## src/smmc_pkg.sv

```systemverilog
// Shared constants for the sensor min/max calibration block.
package smmc_pkg;

    localparam int CHANNEL_BITS   = 3;
    localparam int CHANNEL_CODES  = 1 << CHANNEL_BITS;
    localparam int INVERT_BITS    = 6;
    localparam int VALUE_BITS     = 16;
    localparam int VALUE_MAX      = 32767;
    localparam int VALUE_MIN      = -32768;
    localparam int CFG_INDEX_BITS = 2;

    localparam logic [CFG_INDEX_BITS-1:0] REG_OUT_LOW     = 2'd0;
    localparam logic [CFG_INDEX_BITS-1:0] REG_OUT_HIGH    = 2'd1;
    localparam logic [CFG_INDEX_BITS-1:0] REG_INVERT_MASK = 2'd2;

    localparam logic CMD_TRACK = 1'b0;
    localparam logic CMD_MAP   = 1'b1;

    localparam logic signed [VALUE_BITS-1:0] OUT_LOW_RESET   = 16'sd0;
    localparam logic signed [VALUE_BITS-1:0] OUT_HIGH_RESET  = 16'sd1023;
    localparam logic [INVERT_BITS-1:0]       INVERT_RESET    = 6'd7;

endpackage

```

## src/smmc_if.sv

```systemverilog
// Sample and result channel interfaces with valid/ready handshake.
interface smmc_sample_if
    import smmc_pkg::*;
#(
    parameter int SAMPLE_BITS = 10
);
    logic                    valid;
    logic                    ready;
    logic                    cmd;
    logic [CHANNEL_BITS-1:0] channel;
    logic [SAMPLE_BITS-1:0]  sample;

    modport source (output valid, cmd, channel, sample, input ready);
    modport sink   (input valid, cmd, channel, sample, output ready);
endinterface

interface smmc_result_if
    import smmc_pkg::*;
#(
    parameter int SAMPLE_BITS = 10
);
    logic                          valid;
    logic                          ready;
    logic signed [VALUE_BITS-1:0]  mapped_value;
    logic                          span_zero;
    logic [SAMPLE_BITS-1:0]        channel_max;
    logic [SAMPLE_BITS-1:0]        channel_min;

    modport source (output valid, mapped_value, span_zero, channel_max, channel_min,
                    input ready);
    modport sink   (input valid, mapped_value, span_zero, channel_max, channel_min,
                    output ready);
endinterface

```

## src/smmc_front.sv

```systemverilog
// Front end: accepts samples, applies inversion and tracks per-channel extremes.
module smmc_front
    import smmc_pkg::*;
#(
    parameter int CHANNELS    = 6,
    parameter int SAMPLE_BITS = 10
)
(
    input  logic                       clk,
    input  logic                       rst_n,
    smmc_sample_if.sink                sample_ch,
    input  logic [INVERT_BITS-1:0]     invert_mask,
    output logic                       job_valid,
    input  logic                       job_ready,
    output logic [2+3*SAMPLE_BITS-1:0] job_data
);

    localparam int IDX_W = (CHANNELS > 1) ? $clog2(CHANNELS) : 1;

    typedef struct packed {
        logic                   do_div;
        logic                   span_zero;
        logic [SAMPLE_BITS-1:0] sample;
        logic [SAMPLE_BITS-1:0] ch_max;
        logic [SAMPLE_BITS-1:0] ch_min;
    } job_t;

    logic [SAMPLE_BITS-1:0] store_max_reg [CHANNELS];
    logic [SAMPLE_BITS-1:0] store_min_reg [CHANNELS];
    logic [SAMPLE_BITS-1:0] store_max_next;
    logic [SAMPLE_BITS-1:0] store_min_next;

    logic [IDX_W+CHANNEL_BITS-1:0] ch_ext;
    logic [IDX_W-1:0]              safe_idx;
    logic [CHANNEL_CODES-1:0]      inv_ext;
    logic                          ch_ok;
    logic                          accept;
    logic                          track_wr;
    logic [SAMPLE_BITS-1:0]        s;
    logic [SAMPLE_BITS-1:0]        cur_max;
    logic [SAMPLE_BITS-1:0]        cur_min;
    job_t                          job;

    always_comb
    begin
        ch_ext   = {{IDX_W{1'b0}}, sample_ch.channel};
        ch_ok    = {{(32-CHANNEL_BITS){1'b0}}, sample_ch.channel} < 32'(CHANNELS);
        safe_idx = ch_ok ? ch_ext[IDX_W-1:0] : '0;
        inv_ext  = {{(CHANNEL_CODES-INVERT_BITS){1'b0}}, invert_mask};
        s        = inv_ext[sample_ch.channel] ? ~sample_ch.sample : sample_ch.sample;
        cur_max  = store_max_reg[safe_idx];
        cur_min  = store_min_reg[safe_idx];
        store_max_next = (s > cur_max) ? s : cur_max;
        store_min_next = (s < cur_min) ? s : cur_min;

        job = '0;
        if (ch_ok)
        begin
            if (sample_ch.cmd == CMD_MAP)
            begin
                job.span_zero = (cur_max == cur_min);
                job.do_div    = (cur_max != cur_min);
                job.sample    = s;
                job.ch_max    = cur_max;
                job.ch_min    = cur_min;
            end
            else
            begin
                job.ch_max = store_max_next;
                job.ch_min = store_min_next;
            end
        end
    end

    assign accept          = sample_ch.valid && job_ready;
    assign track_wr        = accept && ch_ok && (sample_ch.cmd == CMD_TRACK);
    assign sample_ch.ready = job_ready;
    assign job_valid       = sample_ch.valid;
    assign job_data        = job;

    always_ff @(posedge clk or negedge rst_n)
    begin
        if (!rst_n)
        begin
            for (int i = 0; i < CHANNELS; i++)
            begin
                store_max_reg[i] <= {1'b1, {(SAMPLE_BITS-1){1'b0}}};
                store_min_reg[i] <= {1'b1, {(SAMPLE_BITS-1){1'b0}}};
            end
        end
        else if (track_wr)
        begin
            store_max_reg[safe_idx] <= store_max_next;
            store_min_reg[safe_idx] <= store_min_next;
        end
    end

    // Tracking can only widen the range, so the minimum never passes the maximum.
    a_track_ordered: assert property (@(posedge clk) disable iff (!rst_n)
        track_wr |=> store_max_reg[$past(safe_idx)] >= store_min_reg[$past(safe_idx)])
        else $error("channel minimum exceeds maximum after tracking");

endmodule

```

## src/smmc_queue.sv

```systemverilog
// Small FIFO that decouples the front end from the arithmetic back end.
module smmc_queue
#(
    parameter int WIDTH = 32,
    parameter int DEPTH = 2
)
(
    input  logic             clk,
    input  logic             rst_n,
    input  logic             push_valid,
    output logic             push_ready,
    input  logic [WIDTH-1:0] push_data,
    output logic             pop_valid,
    input  logic             pop_ready,
    output logic [WIDTH-1:0] pop_data
);

    localparam int PTR_W = (DEPTH > 1) ? $clog2(DEPTH) : 1;
    localparam int CNT_W = $clog2(DEPTH + 1);

    logic [WIDTH-1:0] mem_reg [DEPTH];
    logic [PTR_W-1:0] wr_ptr_reg, wr_ptr_next;
    logic [PTR_W-1:0] rd_ptr_reg, rd_ptr_next;
    logic [CNT_W-1:0] count_reg, count_next;
    logic             push;
    logic             pop;

    assign push_ready = (count_reg != CNT_W'(DEPTH));
    assign pop_valid  = (count_reg != '0);
    assign pop_data   = mem_reg[rd_ptr_reg];
    assign push       = push_valid && push_ready;
    assign pop        = pop_valid && pop_ready;

    always_comb
    begin
        wr_ptr_next = wr_ptr_reg;
        rd_ptr_next = rd_ptr_reg;
        count_next  = count_reg;
        if (push)
        begin
            wr_ptr_next = (wr_ptr_reg == PTR_W'(DEPTH-1)) ? '0 : wr_ptr_reg + 1'b1;
        end
        if (pop)
        begin
            rd_ptr_next = (rd_ptr_reg == PTR_W'(DEPTH-1)) ? '0 : rd_ptr_reg + 1'b1;
        end
        if (push && !pop)
        begin
            count_next = count_reg + 1'b1;
        end
        else if (pop && !push)
        begin
            count_next = count_reg - 1'b1;
        end
    end

    always_ff @(posedge clk or negedge rst_n)
    begin
        if (!rst_n)
        begin
            wr_ptr_reg <= '0;
            rd_ptr_reg <= '0;
            count_reg  <= '0;
        end
        else
        begin
            wr_ptr_reg <= wr_ptr_next;
            rd_ptr_reg <= rd_ptr_next;
            count_reg  <= count_next;
        end
    end

    always_ff @(posedge clk)
    begin
        if (push)
        begin
            mem_reg[wr_ptr_reg] <= push_data;
        end
    end

    a_count_bound: assert property (@(posedge clk) disable iff (!rst_n)
        count_reg <= CNT_W'(DEPTH))
        else $error("queue fill count beyond depth");

endmodule

```

## src/smmc_back.sv

```systemverilog
// Back end: multiplies, divides two quotient bits per cycle and saturates the result.
module smmc_back
    import smmc_pkg::*;
#(
    parameter int SAMPLE_BITS = 10
)
(
    input  logic                         clk,
    input  logic                         rst_n,
    input  logic                         job_valid,
    output logic                         job_ready,
    input  logic [2+3*SAMPLE_BITS-1:0]   job_data,
    input  logic signed [VALUE_BITS-1:0] out_low,
    input  logic signed [VALUE_BITS-1:0] out_high,
    smmc_result_if.source                result_ch
);

    localparam int SB    = SAMPLE_BITS;
    localparam int NW    = SB + VALUE_BITS;
    localparam int ITER  = (NW + 1) / 2;
    localparam int DW    = 2 * ITER;
    localparam int CNT_W = $clog2(ITER + 1);
    localparam int SUM_W = DW + 2;
    localparam logic signed [SUM_W-1:0] SAT_HI = SUM_W'(VALUE_MAX);
    localparam logic signed [SUM_W-1:0] SAT_LO = SUM_W'(VALUE_MIN);

    typedef struct packed {
        logic          do_div;
        logic          span_zero;
        logic [SB-1:0] sample;
        logic [SB-1:0] ch_max;
        logic [SB-1:0] ch_min;
    } job_t;

    typedef enum logic [3:0] {
        ST_IDLE = 4'b0001,
        ST_MUL  = 4'b0010,
        ST_DIV  = 4'b0100,
        ST_DONE = 4'b1000
    } state_t;

    state_t                  state_reg, state_next;
    job_t                    job_in;
    job_t                    job_reg, job_next;
    logic                    neg_reg, neg_next;
    logic [SB-1:0]           dvs_reg, dvs_next;
    logic [SB-1:0]           rem_reg, rem_next;
    logic [DW-1:0]           quo_reg, quo_next;
    logic [CNT_W-1:0]        cnt_reg, cnt_next;
    logic                    out_valid_reg, out_valid_next;
    logic [VALUE_BITS-1:0]   mapped_reg, mapped_next;
    logic                    zero_reg, zero_next;
    logic [SB-1:0]           max_reg, max_next;
    logic [SB-1:0]           min_reg, min_next;

    logic                    out_free;
    logic                    pop;
    logic [SB:0]             diff, diff_abs, span, span_abs;
    logic [VALUE_BITS:0]     rng, rng_abs;
    logic [NW-1:0]           prod;
    logic [SB:0]             t1, t2, r1, r2;
    logic                    ge1, ge2;
    logic [DW:0]             q_ext, q_signed;
    logic signed [SUM_W-1:0] sum;
    logic [VALUE_BITS-1:0]   sat;

    assign job_in    = job_data;
    assign out_free  = !out_valid_reg || result_ch.ready;
    assign pop       = (state_reg == ST_IDLE) && job_valid && (job_in.do_div || out_free);
    assign job_ready = pop;

    always_comb
    begin
        diff     = {1'b0, job_reg.sample} - {1'b0, job_reg.ch_min};
        diff_abs = diff[SB] ? (~diff + 1'b1) : diff;
        span     = {1'b0, job_reg.ch_max} - {1'b0, job_reg.ch_min};
        span_abs = span[SB] ? (~span + 1'b1) : span;
        rng      = {out_high[VALUE_BITS-1], out_high} - {out_low[VALUE_BITS-1], out_low};
        rng_abs  = rng[VALUE_BITS] ? (~rng + 1'b1) : rng;
        prod     = NW'(diff_abs[SB-1:0]) * NW'(rng_abs[VALUE_BITS-1:0]);

        t1  = {rem_reg, quo_reg[DW-1]};
        ge1 = (t1 >= {1'b0, dvs_reg});
        r1  = ge1 ? (t1 - {1'b0, dvs_reg}) : t1;
        t2  = {r1[SB-1:0], quo_reg[DW-2]};
        ge2 = (t2 >= {1'b0, dvs_reg});
        r2  = ge2 ? (t2 - {1'b0, dvs_reg}) : t2;

        q_ext    = {1'b0, quo_reg};
        q_signed = neg_reg ? (~q_ext + 1'b1) : q_ext;
        sum      = $signed({q_signed[DW], q_signed}) + SUM_W'(out_low);
        if (sum > SAT_HI)
        begin
            sat = VALUE_BITS'(VALUE_MAX);
        end
        else if (sum < SAT_LO)
        begin
            sat = VALUE_BITS'(VALUE_MIN);
        end
        else
        begin
            sat = sum[VALUE_BITS-1:0];
        end
    end

    always_comb
    begin
        state_next     = state_reg;
        job_next       = job_reg;
        neg_next       = neg_reg;
        dvs_next       = dvs_reg;
        rem_next       = rem_reg;
        quo_next       = quo_reg;
        cnt_next       = cnt_reg;
        out_valid_next = out_valid_reg && !result_ch.ready;
        mapped_next    = mapped_reg;
        zero_next      = zero_reg;
        max_next       = max_reg;
        min_next       = min_reg;

        case (state_reg)
            ST_IDLE:
            begin
                if (pop)
                begin
                    if (job_in.do_div)
                    begin
                        job_next   = job_in;
                        state_next = ST_MUL;
                    end
                    else
                    begin
                        out_valid_next = 1'b1;
                        mapped_next    = job_in.span_zero ? out_low : '0;
                        zero_next      = job_in.span_zero;
                        max_next       = job_in.ch_max;
                        min_next       = job_in.ch_min;
                    end
                end
            end
            ST_MUL:
            begin
                neg_next   = diff[SB] ^ rng[VALUE_BITS] ^ span[SB];
                dvs_next   = span_abs[SB-1:0];
                rem_next   = '0;
                quo_next   = DW'(prod);
                cnt_next   = CNT_W'(ITER);
                state_next = ST_DIV;
            end
            ST_DIV:
            begin
                rem_next = r2[SB-1:0];
                quo_next = {quo_reg[DW-3:0], ge1, ge2};
                cnt_next = cnt_reg - 1'b1;
                if (cnt_reg == CNT_W'(1))
                begin
                    state_next = ST_DONE;
                end
            end
            ST_DONE:
            begin
                if (out_free)
                begin
                    out_valid_next = 1'b1;
                    mapped_next    = sat;
                    zero_next      = 1'b0;
                    max_next       = job_reg.ch_max;
                    min_next       = job_reg.ch_min;
                    state_next     = ST_IDLE;
                end
            end
            default:
            begin
                state_next = ST_IDLE;
            end
        endcase
    end

    always_ff @(posedge clk or negedge rst_n)
    begin
        if (!rst_n)
        begin
            state_reg     <= ST_IDLE;
            cnt_reg       <= '0;
            out_valid_reg <= 1'b0;
        end
        else
        begin
            state_reg     <= state_next;
            cnt_reg       <= cnt_next;
            out_valid_reg <= out_valid_next;
        end
    end

    always_ff @(posedge clk)
    begin
        job_reg    <= job_next;
        neg_reg    <= neg_next;
        dvs_reg    <= dvs_next;
        rem_reg    <= rem_next;
        quo_reg    <= quo_next;
        mapped_reg <= mapped_next;
        zero_reg   <= zero_next;
        max_reg    <= max_next;
        min_reg    <= min_next;
    end

    assign result_ch.valid        = out_valid_reg;
    assign result_ch.mapped_value = mapped_reg;
    assign result_ch.span_zero    = zero_reg;
    assign result_ch.channel_max  = max_reg;
    assign result_ch.channel_min  = min_reg;

    a_divisor_nonzero: assert property (@(posedge clk) disable iff (!rst_n)
        state_reg == ST_DIV |-> dvs_reg != '0)
        else $error("divide started with a zero span");

    a_remainder_bound: assert property (@(posedge clk) disable iff (!rst_n)
        state_reg == ST_DONE |-> rem_reg < dvs_reg)
        else $error("final remainder not below divisor");

    a_div_length: assert property (@(posedge clk) disable iff (!rst_n)
        (state_reg == ST_MUL) |=> (state_reg == ST_DIV) && (cnt_reg == CNT_W'(ITER)))
        else $error("divide did not start with a full step count");

endmodule

```

## src/sensor_min_max_calibrate_map.sv

```systemverilog
// Top level of the per-channel sensor min/max calibration and mapping block.
// Track, zero-span and out-of-range items bypass the divider and are answered from idle.
// Map items pass through the multiply step and the two-bits-per-cycle divider loop; the
// back end takes no new item until the map item in flight has left its done state.
// The front end takes one beat per cycle while the two-entry queue has room.
// Reset (asynchronous, active low) sets every stored extreme to half scale and the
// registers to their defaults at once; no clearing pass is needed.
module sensor_min_max_calibrate_map
    import smmc_pkg::*;
#(
    parameter int CHANNELS    = 6,
    parameter int SAMPLE_BITS = 10
)
(
    input  logic                      clk,
    input  logic                      rst_n,
    smmc_sample_if.sink               sample_ch,
    smmc_result_if.source             result_ch,
    input  logic                      cfg_we,
    input  logic [CFG_INDEX_BITS-1:0] cfg_index,
    input  logic [VALUE_BITS-1:0]     cfg_data
);

    localparam int JOB_W = 2 + 3 * SAMPLE_BITS;

    logic signed [VALUE_BITS-1:0] out_low_reg;
    logic signed [VALUE_BITS-1:0] out_high_reg;
    logic [INVERT_BITS-1:0]       invert_mask_reg;

    logic             job_valid;
    logic             job_ready;
    logic [JOB_W-1:0] job_data;
    logic             q_valid;
    logic             q_ready;
    logic [JOB_W-1:0] q_data;

    always_ff @(posedge clk or negedge rst_n)
    begin
        if (!rst_n)
        begin
            out_low_reg     <= OUT_LOW_RESET;
            out_high_reg    <= OUT_HIGH_RESET;
            invert_mask_reg <= INVERT_RESET;
        end
        else if (cfg_we)
        begin
            case (cfg_index)
                REG_OUT_LOW:     out_low_reg     <= cfg_data;
                REG_OUT_HIGH:    out_high_reg    <= cfg_data;
                REG_INVERT_MASK: invert_mask_reg <= cfg_data[INVERT_BITS-1:0];
                default:         ;
            endcase
        end
    end

    smmc_front #(
        .CHANNELS    (CHANNELS),
        .SAMPLE_BITS (SAMPLE_BITS)
    ) u_front (
        .clk         (clk),
        .rst_n       (rst_n),
        .sample_ch   (sample_ch),
        .invert_mask (invert_mask_reg),
        .job_valid   (job_valid),
        .job_ready   (job_ready),
        .job_data    (job_data)
    );

    smmc_queue #(
        .WIDTH (JOB_W),
        .DEPTH (2)
    ) u_queue (
        .clk        (clk),
        .rst_n      (rst_n),
        .push_valid (job_valid),
        .push_ready (job_ready),
        .push_data  (job_data),
        .pop_valid  (q_valid),
        .pop_ready  (q_ready),
        .pop_data   (q_data)
    );

    smmc_back #(
        .SAMPLE_BITS (SAMPLE_BITS)
    ) u_back (
        .clk       (clk),
        .rst_n     (rst_n),
        .job_valid (q_valid),
        .job_ready (q_ready),
        .job_data  (q_data),
        .out_low   (out_low_reg),
        .out_high  (out_high_reg),
        .result_ch (result_ch)
    );

endmodule

```

## src/flat_wrapper.sv

```systemverilog
// flat-port wrapper written by rule: the top's interface ports become plain ports
module sensor_min_max_calibrate_map_flat import smmc_pkg::*;
#(
    parameter int CHANNELS    = 6,
    parameter int SAMPLE_BITS = 10
)
  (clk, rst_n, cfg_we, cfg_index, cfg_data, sample_ch_valid, sample_ch_cmd, sample_ch_channel, sample_ch_sample, sample_ch_ready, result_ch_valid, result_ch_mapped_value, result_ch_span_zero, result_ch_channel_max, result_ch_channel_min, result_ch_ready);
  smmc_sample_if #(.SAMPLE_BITS(SAMPLE_BITS)) sample_ch_i ();
  smmc_result_if #(.SAMPLE_BITS(SAMPLE_BITS)) result_ch_i ();
  input  logic clk;
  input  logic rst_n;
  input  logic cfg_we;
  input  logic [CFG_INDEX_BITS-1:0] cfg_index;
  input  logic [VALUE_BITS-1:0] cfg_data;
  input wire logic [$bits(sample_ch_i.valid)-1:0] sample_ch_valid;
  input wire logic [$bits(sample_ch_i.cmd)-1:0] sample_ch_cmd;
  input wire logic [$bits(sample_ch_i.channel)-1:0] sample_ch_channel;
  input wire logic [$bits(sample_ch_i.sample)-1:0] sample_ch_sample;
  output wire logic [$bits(sample_ch_i.ready)-1:0] sample_ch_ready;
  output wire logic [$bits(result_ch_i.valid)-1:0] result_ch_valid;
  output wire logic [$bits(result_ch_i.mapped_value)-1:0] result_ch_mapped_value;
  output wire logic [$bits(result_ch_i.span_zero)-1:0] result_ch_span_zero;
  output wire logic [$bits(result_ch_i.channel_max)-1:0] result_ch_channel_max;
  output wire logic [$bits(result_ch_i.channel_min)-1:0] result_ch_channel_min;
  input wire logic [$bits(result_ch_i.ready)-1:0] result_ch_ready;
  assign sample_ch_i.valid = sample_ch_valid;
  assign sample_ch_i.cmd = sample_ch_cmd;
  assign sample_ch_i.channel = sample_ch_channel;
  assign sample_ch_i.sample = sample_ch_sample;
  assign sample_ch_ready = sample_ch_i.ready;
  assign result_ch_valid = result_ch_i.valid;
  assign result_ch_mapped_value = result_ch_i.mapped_value;
  assign result_ch_span_zero = result_ch_i.span_zero;
  assign result_ch_channel_max = result_ch_i.channel_max;
  assign result_ch_channel_min = result_ch_i.channel_min;
  assign result_ch_i.ready = result_ch_ready;
  sensor_min_max_calibrate_map #(.CHANNELS(CHANNELS), .SAMPLE_BITS(SAMPLE_BITS)) u_core (.clk(clk), .rst_n(rst_n), .sample_ch(sample_ch_i), .result_ch(result_ch_i), .cfg_we(cfg_we), .cfg_index(cfg_index), .cfg_data(cfg_data));
endmodule
```

## config.mk

```make
export PLATFORM = sky130hd
export DESIGN_NAME = sensor_min_max_calibrate_map_flat
export DESIGN_NICKNAME = d
export VERILOG_FILES = /design/src/smmc_pkg.sv /design/src/smmc_if.sv /design/src/smmc_front.sv /design/src/smmc_queue.sv /design/src/smmc_back.sv /design/src/sensor_min_max_calibrate_map.sv /design/src/flat_wrapper.sv
export SDC_FILE = /design/constraint.sdc
export NUM_CORES = 1
export LEC_CHECK = 0
export BUFFER_PORTS_ARGS = -buffer_cell sky130_fd_sc_hd__buf_2
export CAP_MARGIN = 20
export CORE_MARGIN = 1.5
export CORE_UTILIZATION = 45
export CTS_CLUSTER_SIZE = 10
export DETAILED_ROUTE_END_ITERATION = 12
export GPL_TIMING_DRIVEN = 1
export SETUP_SLACK_MARGIN = 0.02
export SLEW_MARGIN = 10
export SYNTH_ARGS = -nofsm -noshare
export SYNTH_HDL_FRONTEND = slang
export SYNTH_HIERARCHICAL = 1
export SYNTH_SLANG_ARGS = --single-unit
```

## constraint.sdc

```tcl
create_clock -name clk -period 9.7 [get_ports clk]
set_clock_uncertainty 0.2 [all_clocks]
set_input_delay 0.97 -clock clk [delete_from_list [all_inputs] [get_ports clk]]
set_output_delay 0.97 -clock clk [all_outputs]
set_load 0.1 [all_outputs]
```

==> metrics.yaml, run 1 <==
layout:
  diodes: 0
  fin_nets: 3055
  area_growth_pct: 9.37
  postLayoutCellArea_um2: 29000
  layout_common_cells: "nand2_1, inv_1, nor2_1"
  multiInputGateArea_um2: 15400
  drive_gt1_share_pct: 15.4
  layoutNonFillerInstCount: 3529
  fillers: 5396
  largest_reg_flops: 64
  layout_commonest_cell: "nand2_1"
  ff_latch_area_um2: 9660
grt:
  grt_pass1_wl_um: 110000
  overflow: 0
  antenna_found_initial: 1
  grt_use_total_pct: 23.1
  grt_pass1_vias: 20100
  grt_max_degree: 105
yosys:
  synth_nets: 2996
  ys_async_sr_fraction_pct: 49.0
  syn_inst: 2670
  avgSynthCellArea_um2: 9.92
  synth.cell_area_um2: 26500
  synth.distinct_cells: 99
  synth_flop_cell: "edfxtp_1"
  synth_edf_count: 178
  ys_warn_count: 6
  ys_seq_area_share_pct: 36.4
  ys_ff_latch: 349
timing:
  fmax_mhz: 110
  rsz0062_at_grt: "no"
  hold_viol: 0
  fin_crit_sh_pct: 94.0
  setup_ws_ns: 0.585
  relSlewSlack_pct: 23.5
  setup_viol: 0
  tightest_slew_ns: 1.15
  tns_ns: 0
  layout_min_cycle_time_ns: 9.11
  slew_viol_final: 0
floorplanning:
  start_util_pct: 45.8
  die_x_um: 246
  die_area_um2: 60400
  core_area_um2: 57900
  rows: 88
  die_height_um: 246
  pin_count: 76
drt:
  vias_per_cell: 5.62
  vias: 19800
  drt_iter0_drc: 1325
  dr.pass1.iters: 5
  drc_errors: 0
  drtAntennaViolNets: 0
  wire_per_inst_um: 19.5
  routed_wirelength_um: 69000
setup_path:
  r2r_cells: 29
  critPathArrivalTime_ns: 9.22
  cp_max_fo: 16
  path_class: "flop to flop"
  required_ns: 9.80
  slowest_stage: "fa_1"
  crit_top_cell: "fa_1"
  endpoint_kind: "flop"
  critPathMaxStageDelay_ns: 0.56
  critPathLaunchType: "flop"
worst_hold_path:
  holdPathStages: 2
  hp-class: "flop to flop"
cts:
  cts_hold_buf: 0
  postCtsSetupBuffers: 0
  cts_resized: 0
  cts_tree: "built"
  clkSlewWorstSetupHoldPaths_ns: 0.06
  cts.sinks: 349
  clock_latency_ns: 0.60
  cts_buffers: 44
  cts-root-buf: "clkbuf_16"
  h-tree-depth: 2
  cts_buffer_depth: 3
place:
  dp_hpwl_um: 51800
  dp_cells: 3448
  dpl_cell_area_um2: 27600
  portBuffers: 75
  gp_congestion: 0.895
  pre_cts_ws_ns: 0.446
status:
  status: "complete, no violations"
run:
  maxCapViolCount: 0
-- layout make-up --
| cell class | count | share of cell area [%] |
|---|---|---|
| Clock inverter | 11 | 0.548 |
| Timing Repair Buffer | 120 | 2.48 |
| Multi-Input combinational cell | 1990 | 53.2 |
| Tap cell | 765 | 3.30 |
| Sequential cell | 349 | 33.3 |
| Clock buffer | 70 | 4.24 |
| Inverter | 224 | 2.90 |
-- logic make-up after synthesis --
logic type	after synthesis	share of synthesized area, %
AND/OR/NAND/NOR	846	15.0
AO/OA/AOI/OAI	546	14.0
adder cells (fa/ha/maj)	289	16.9
XOR/XNOR	170	5.83
buffers and inverters	331	5.50
multiplexers	139	6.26
flip-flops	349	36.4
-- cell usage after synthesis, drive strengths merged, types with 12 or more instances --
cell / n / share of area, %
nand2: 352 / 5.0
inv: 224 / 3.2
nor2: 193 / 2.7
edfxtp: 178 / 20
ha: 173 / 8.2
a21oi: 163 / 3.1
dfrtp: 145 / 14
mux2: 124 / 5.7
xnor2: 123 / 4.3
fa: 116 / 8.8
o21ai: 96 / 1.8
nor3: 58 / 1.3
clkbuf: 57 / 0.81
a31oi: 53 / 1.3
nand2b: 53 / 1.3
buf: 50 / 1.5
xor2: 47 / 1.6
a21o: 45 / 1.3
o31ai: 38 / 1.1
and2: 31 / 0.73
nand3: 30 / 0.57
nor2b: 28 / 0.69
dfstp: 26 / 2.6
a211oi: 24 / 0.75
or2: 17 / 0.40
nand4: 16 / 0.38
mux2i: 15 / 0.58
a31o: 14 / 0.46
o311ai: 14 / 0.72
nor4: 13 / 0.31
or3: 13 / 0.34
or4: 12 / 0.34
-- stage by stage --
step                      utilization, %  hold WS [ns]
after floorplan                        -         0.248
after global placement              47.6         0.259
after detailed placement            47.6         0.267
after CTS                           50.0         0.280
after global routing                50.0         0.300
final                               50.0         0.278
-- critical path, delay by kind of cell, from the launching register on --
family	cells	cell delay, ns
adder cells (fa/ha/maj)	8	3.69
buffers and inverters	2	0.10
flip-flops	1	0.42
AND/OR/NAND/NOR	7	1.57
AO/OA/AOI/OAI	11	2.39
XOR/XNOR	1	0.46
-- worst paths after layout --
| path | endpoint | from | slack, ns |
|---|---|---|---|
| max | u_core/u_back/quo_reg[25]$_DFFE_PN_ | u_core/u_back/job_reg[0]$_DFFE_PP_ | 0.59 |
| min | u_core/u_front/store_max_reg[52]$_DFFE_PN0P_ | u_core/u_front/store_max_reg[52]$_DFFE_PN0P_ | 0.28 |
| max reg2reg | u_core/u_back/quo_reg[25]$_DFFE_PN_ | u_core/u_back/job_reg[0]$_DFFE_PP_ | 0.59 |
| min reg2reg | u_core/u_front/store_max_reg[52]$_DFFE_PN0P_ | u_core/u_front/store_max_reg[52]$_DFFE_PN0P_ | 0.28 |
| max in group asynchronous | u_core/out_high_reg[13]$_DFFE_PN0P_ | rst_n | 7.43 |
| min in group asynchronous | u_core/u_front/store_max_reg[5]$_DFFE_PN0P_ | rst_n | 0.31 |
-- routing by layer --
metal,part of all wire [%],wire length (um),up-vias,GRT usage (%)
met1,44,30500,9786,30.2
met4,2.6,1800,0,6.89
li1,-,-,9426,-
met3,5.0,3420,108,3.78
met2,48,33200,499,39.2
met5,0,0,-,0
Power of run 1 is left out: the tool's default activity adds up to more than one toggle a clock period on the data nets, which glitch-free logic cannot reach.
==> inputs of run 2 (changes only) <==
--- a/config.mk
+++ b/config.mk
@@ -7,7 +7,7 @@
 export LEC_CHECK = 0
 export BUFFER_PORTS_ARGS = -buffer_cell sky130_fd_sc_hd__buf_2
 export CAP_MARGIN = 20
-export CORE_MARGIN = 1.5
+export CORE_MARGIN = 8
 export CORE_UTILIZATION = 45
 export CTS_CLUSTER_SIZE = 10
 export DETAILED_ROUTE_END_ITERATION = 12
@@ -16,5 +16,4 @@
 export SLEW_MARGIN = 10
 export SYNTH_ARGS = -nofsm -noshare
 export SYNTH_HDL_FRONTEND = slang
-export SYNTH_HIERARCHICAL = 1
 export SYNTH_SLANG_ARGS = --single-unit
==> metrics.yaml, run 2 <==
setup_path:
  slowest_stage: "fa_1"
  rr_endpoint: "u_core.u_back.quo_reg[25]$_DFFE_PN_"
  r2r_setup_slack_ns: 0.67  # +0.08 ns
  crit_top_cell: "fa_1"
  cp_max_fo: 10  # -6
  critPathMaxStageDelay_ns: 0.58  # +0.02 ns
  path_class: "flop to flop"
  critPathArrivalTime_ns: 9.13  # -0.09 ns
  r2r_cells: 31  # +6.9%
  critPathLaunchType: "flop"
  endpoint_kind: "flop"
  required_ns: 9.80  # about the same
  r2r_start: "u_core.out_low_reg[0]$_DFFE_PN0P_"
drt:
  drtAntennaViolNets: 0  # unchanged
  vias_per_cell: 5.60  # -0.36%
  dr.pass1.iters: 7  # +2
  drc_errors: 0  # unchanged
  vias: 19700  # -0.56%
  wire_per_inst_um: 19.1  # -2.3%
  routed_wirelength_um: 67200  # -2.5%
  drt_iter0_drc: 1114  # -16%
yosys:
  synth_edf_count: 178  # unchanged
  ys_async_sr_fraction_pct: 49.0  # unchanged
  ys_seq_area_share_pct: 37.6  # +1.1 points
  synth.distinct_cells: 79  # -20%
  ys_ff_latch: 349  # unchanged
  synth_top_area_share_pct: 20.8  # +0.63 points
  syn_inst: 2651  # -0.71%
  synth_top_area_cell: "edfxtp_1"
  synth_nets: 2977  # -0.63%
  ys_top_cells_by_count: "nand2_1, nor2_1, inv_1"
  ys_top_cells_by_area: "edfxtp_1, dfrtp_1, fa_1, ha_1, nand2_1"
  synth_flop_cell: "edfxtp_1"
  avgSynthCellArea_um2: 9.69  # -2.4%
  ys_warn_count: 0  # -6
  synth.cell_area_um2: 25700  # -3.0%
  synth_most_common_cell: "nand2_1"
status:
  status: "complete, no violations"
place:
  gp_congestion: 0.965  # +7.8%
  portBuffers: 75  # unchanged
  dp_hpwl_um: 50600  # -2.3%
floorplanning:
  die_x_um: 255  # +3.8%
  die_height_um: 255  # +3.8%
  core_area_um2: 56400  # -2.6%
  die_area_um2: 65000  # +7.7%
  pin_count: 76  # unchanged
  start_util_pct: 45.6  # -0.19 points
  rows: 87  # -1.1%
timing:
  fin_crit_sh_pct: 93.1  # -0.84 points
  layout_min_cycle_time_ns: 9.03  # -0.0815 ns
  slew_viol_final: 0  # unchanged
  tns_ns: 0  # unchanged
  setup_viol: 0  # unchanged
  hold_viol: 0  # unchanged
  fmax_mhz: 111  # +0.90%
  relSlewSlack_pct: 21.9  # -1.6 points
  rsz0062_at_grt: "no"
  tightest_slew_ns: 1.17  # +0.0240 ns
grt:
  antenna_found_initial: 0  # -1
  grt_pass1_vias: 20200  # +0.32%
  overflow: 0  # unchanged
  grt_max_degree: 81  # -23%
  grt_pass1_wl_um: 109000  # -1.5%
  grt_use_total_pct: 20.9  # -2.2 points
cts:
  h-tree-depth: 2  # unchanged
  clkSlewWorstSetupHoldPaths_ns: 0.06  # about the same
  cts_tree: "built"
  postCtsSetupBuffers: 0  # unchanged
  cts_buffers: 42  # -4.5%
  cts_hold_buf: 0  # unchanged
  cts_buffer_depth: 3  # unchanged
  cts-root-buf: "clkbuf_16"
  clock_latency_ns: 0.58  # -0.02 ns
  cts.sinks: 349  # unchanged
layout:
  largest_reg_flops: 64  # unchanged
  drive_gt1_share_pct: 11.9  # -3.6 points
  diodes: 0  # unchanged
  layout_commonest_cell: "nand2_1"
  area_growth_pct: 10.7
  fin_nets: 3061  # +0.20%
  layout_common_cells: "nand2_1, nor2_1, inv_1"
run:
  maxCapViolCount: 0  # unchanged
worst_hold_path:
  hp-class: "input port to async pin"
-- run 2: cell types whose count changed in the layout (fill, tap and decap cells not counted), sizes merged, moves of 19 or more --
| cell | delta |
|---|---|
| mux4 | +21 |
| and2 | -20 |
| o21ai | +155 |
| mux2i | +37 |
| nor3 | -28 |
| nor2 | +56 |
| a21o | -26 |
| nand2 | -42 |
| a31oi | -31 |
| xnor2 | -19 |
| mux2 | -67 |
| a21oi | -46 |
| o211ai | +20 |
-- run 2: how the worst max path moves through the flow --
stage	startpoint	end
2_1_floorplan	u_core.out_high_reg[0]$_DFFE_PN1P_	u_core.u_back.quo_reg[25]$_DFFE_PN_
3_3_place_gp	u_core.out_high_reg[0]$_DFFE_PN1P_	u_core.u_back.quo_reg[25]$_DFFE_PN_
3_5_place_dp	u_core.out_low_reg[0]$_DFFE_PN0P_	u_core.u_back.quo_reg[25]$_DFFE_PN_
4_1_cts	u_core.out_low_reg[0]$_DFFE_PN0P_	u_core.u_back.quo_reg[25]$_DFFE_PN_
5_1_grt	u_core.out_low_reg[0]$_DFFE_PN0P_	u_core.u_back.quo_reg[24]$_DFFE_PN_
6_report	u_core.out_low_reg[0]$_DFFE_PN0P_	u_core.u_back.quo_reg[25]$_DFFE_PN_
-- run 2: final cells by class --
cell class                 count  area [um^2]
inverter                     228          856
sequential                   349         9660
clock inverter                 6         91.3
clock buffer                  69         1180
tap                          756          946
timing repair buffer         137          847
fill                        5283        27900
multi-input combinational   1977        14900
-- run 2: worst max-delay path, delay by kind of cell, from the launching register on --
family	cells	cell delay, ns
AO/OA/AOI/OAI	13	2.75
AND/OR/NAND/NOR	4	1.03
buffers and inverters	3	0.16
flip-flops	1	0.40
adder cells (fa/ha/maj)	8	3.41
XOR/XNOR	3	0.78
-- run 2: kinds of logic after synthesis --
kind of cell             Yosys count  synth area share [%]
AO/OA/AOI/OAI                    602                  14.4
XOR/XNOR                         148                  5.05
adder cells (fa/ha/maj)          289                  17.5
buffers and inverters            325                  4.89
flip-flops                       349                  37.6
multiplexers                     130                  6.37
AND/OR/NAND/NOR                  808                  14.3
-- run 2: routing by layer --
| layer | vias up | share of wire (%) | GRT usage (%) |
|---|---|---|---|
| met4 | 0 | 2.9 | 6.29 |
| met3 | 118 | 4.7 | 2.48 |
| met5 | - | 0 | 0 |
| li1 | 9426 | - | - |
| met2 | 480 | 49 | 37.0 |
| met1 | 9685 | 43 | 26.6 |
-- run 2: timing repair --
action / in CTS / in global routing
setup endpoints to repair: 0 / 4
endpoints found under the hold margin: 0 / 0
gates resized for setup: 0 / 5
-- run 2: metrics by stage --
stage	hold slack (ns)	instance area (um^2)	std cells	util, %	setup slack [ns]
after floorplan	0.243	25700	2651	-	1.22
after global placement	0.252	27100	3447	48.1	0.743
after detailed placement	0.260	27100	3447	48.1	0.476
after CTS	0.240	28400	3522	50.4	0.431
after global routing	0.275	28500	3522	50.5	0.0531
final	0.230	28500	3522	50.5	0.667
Power of run 2 is left out for the same reason.
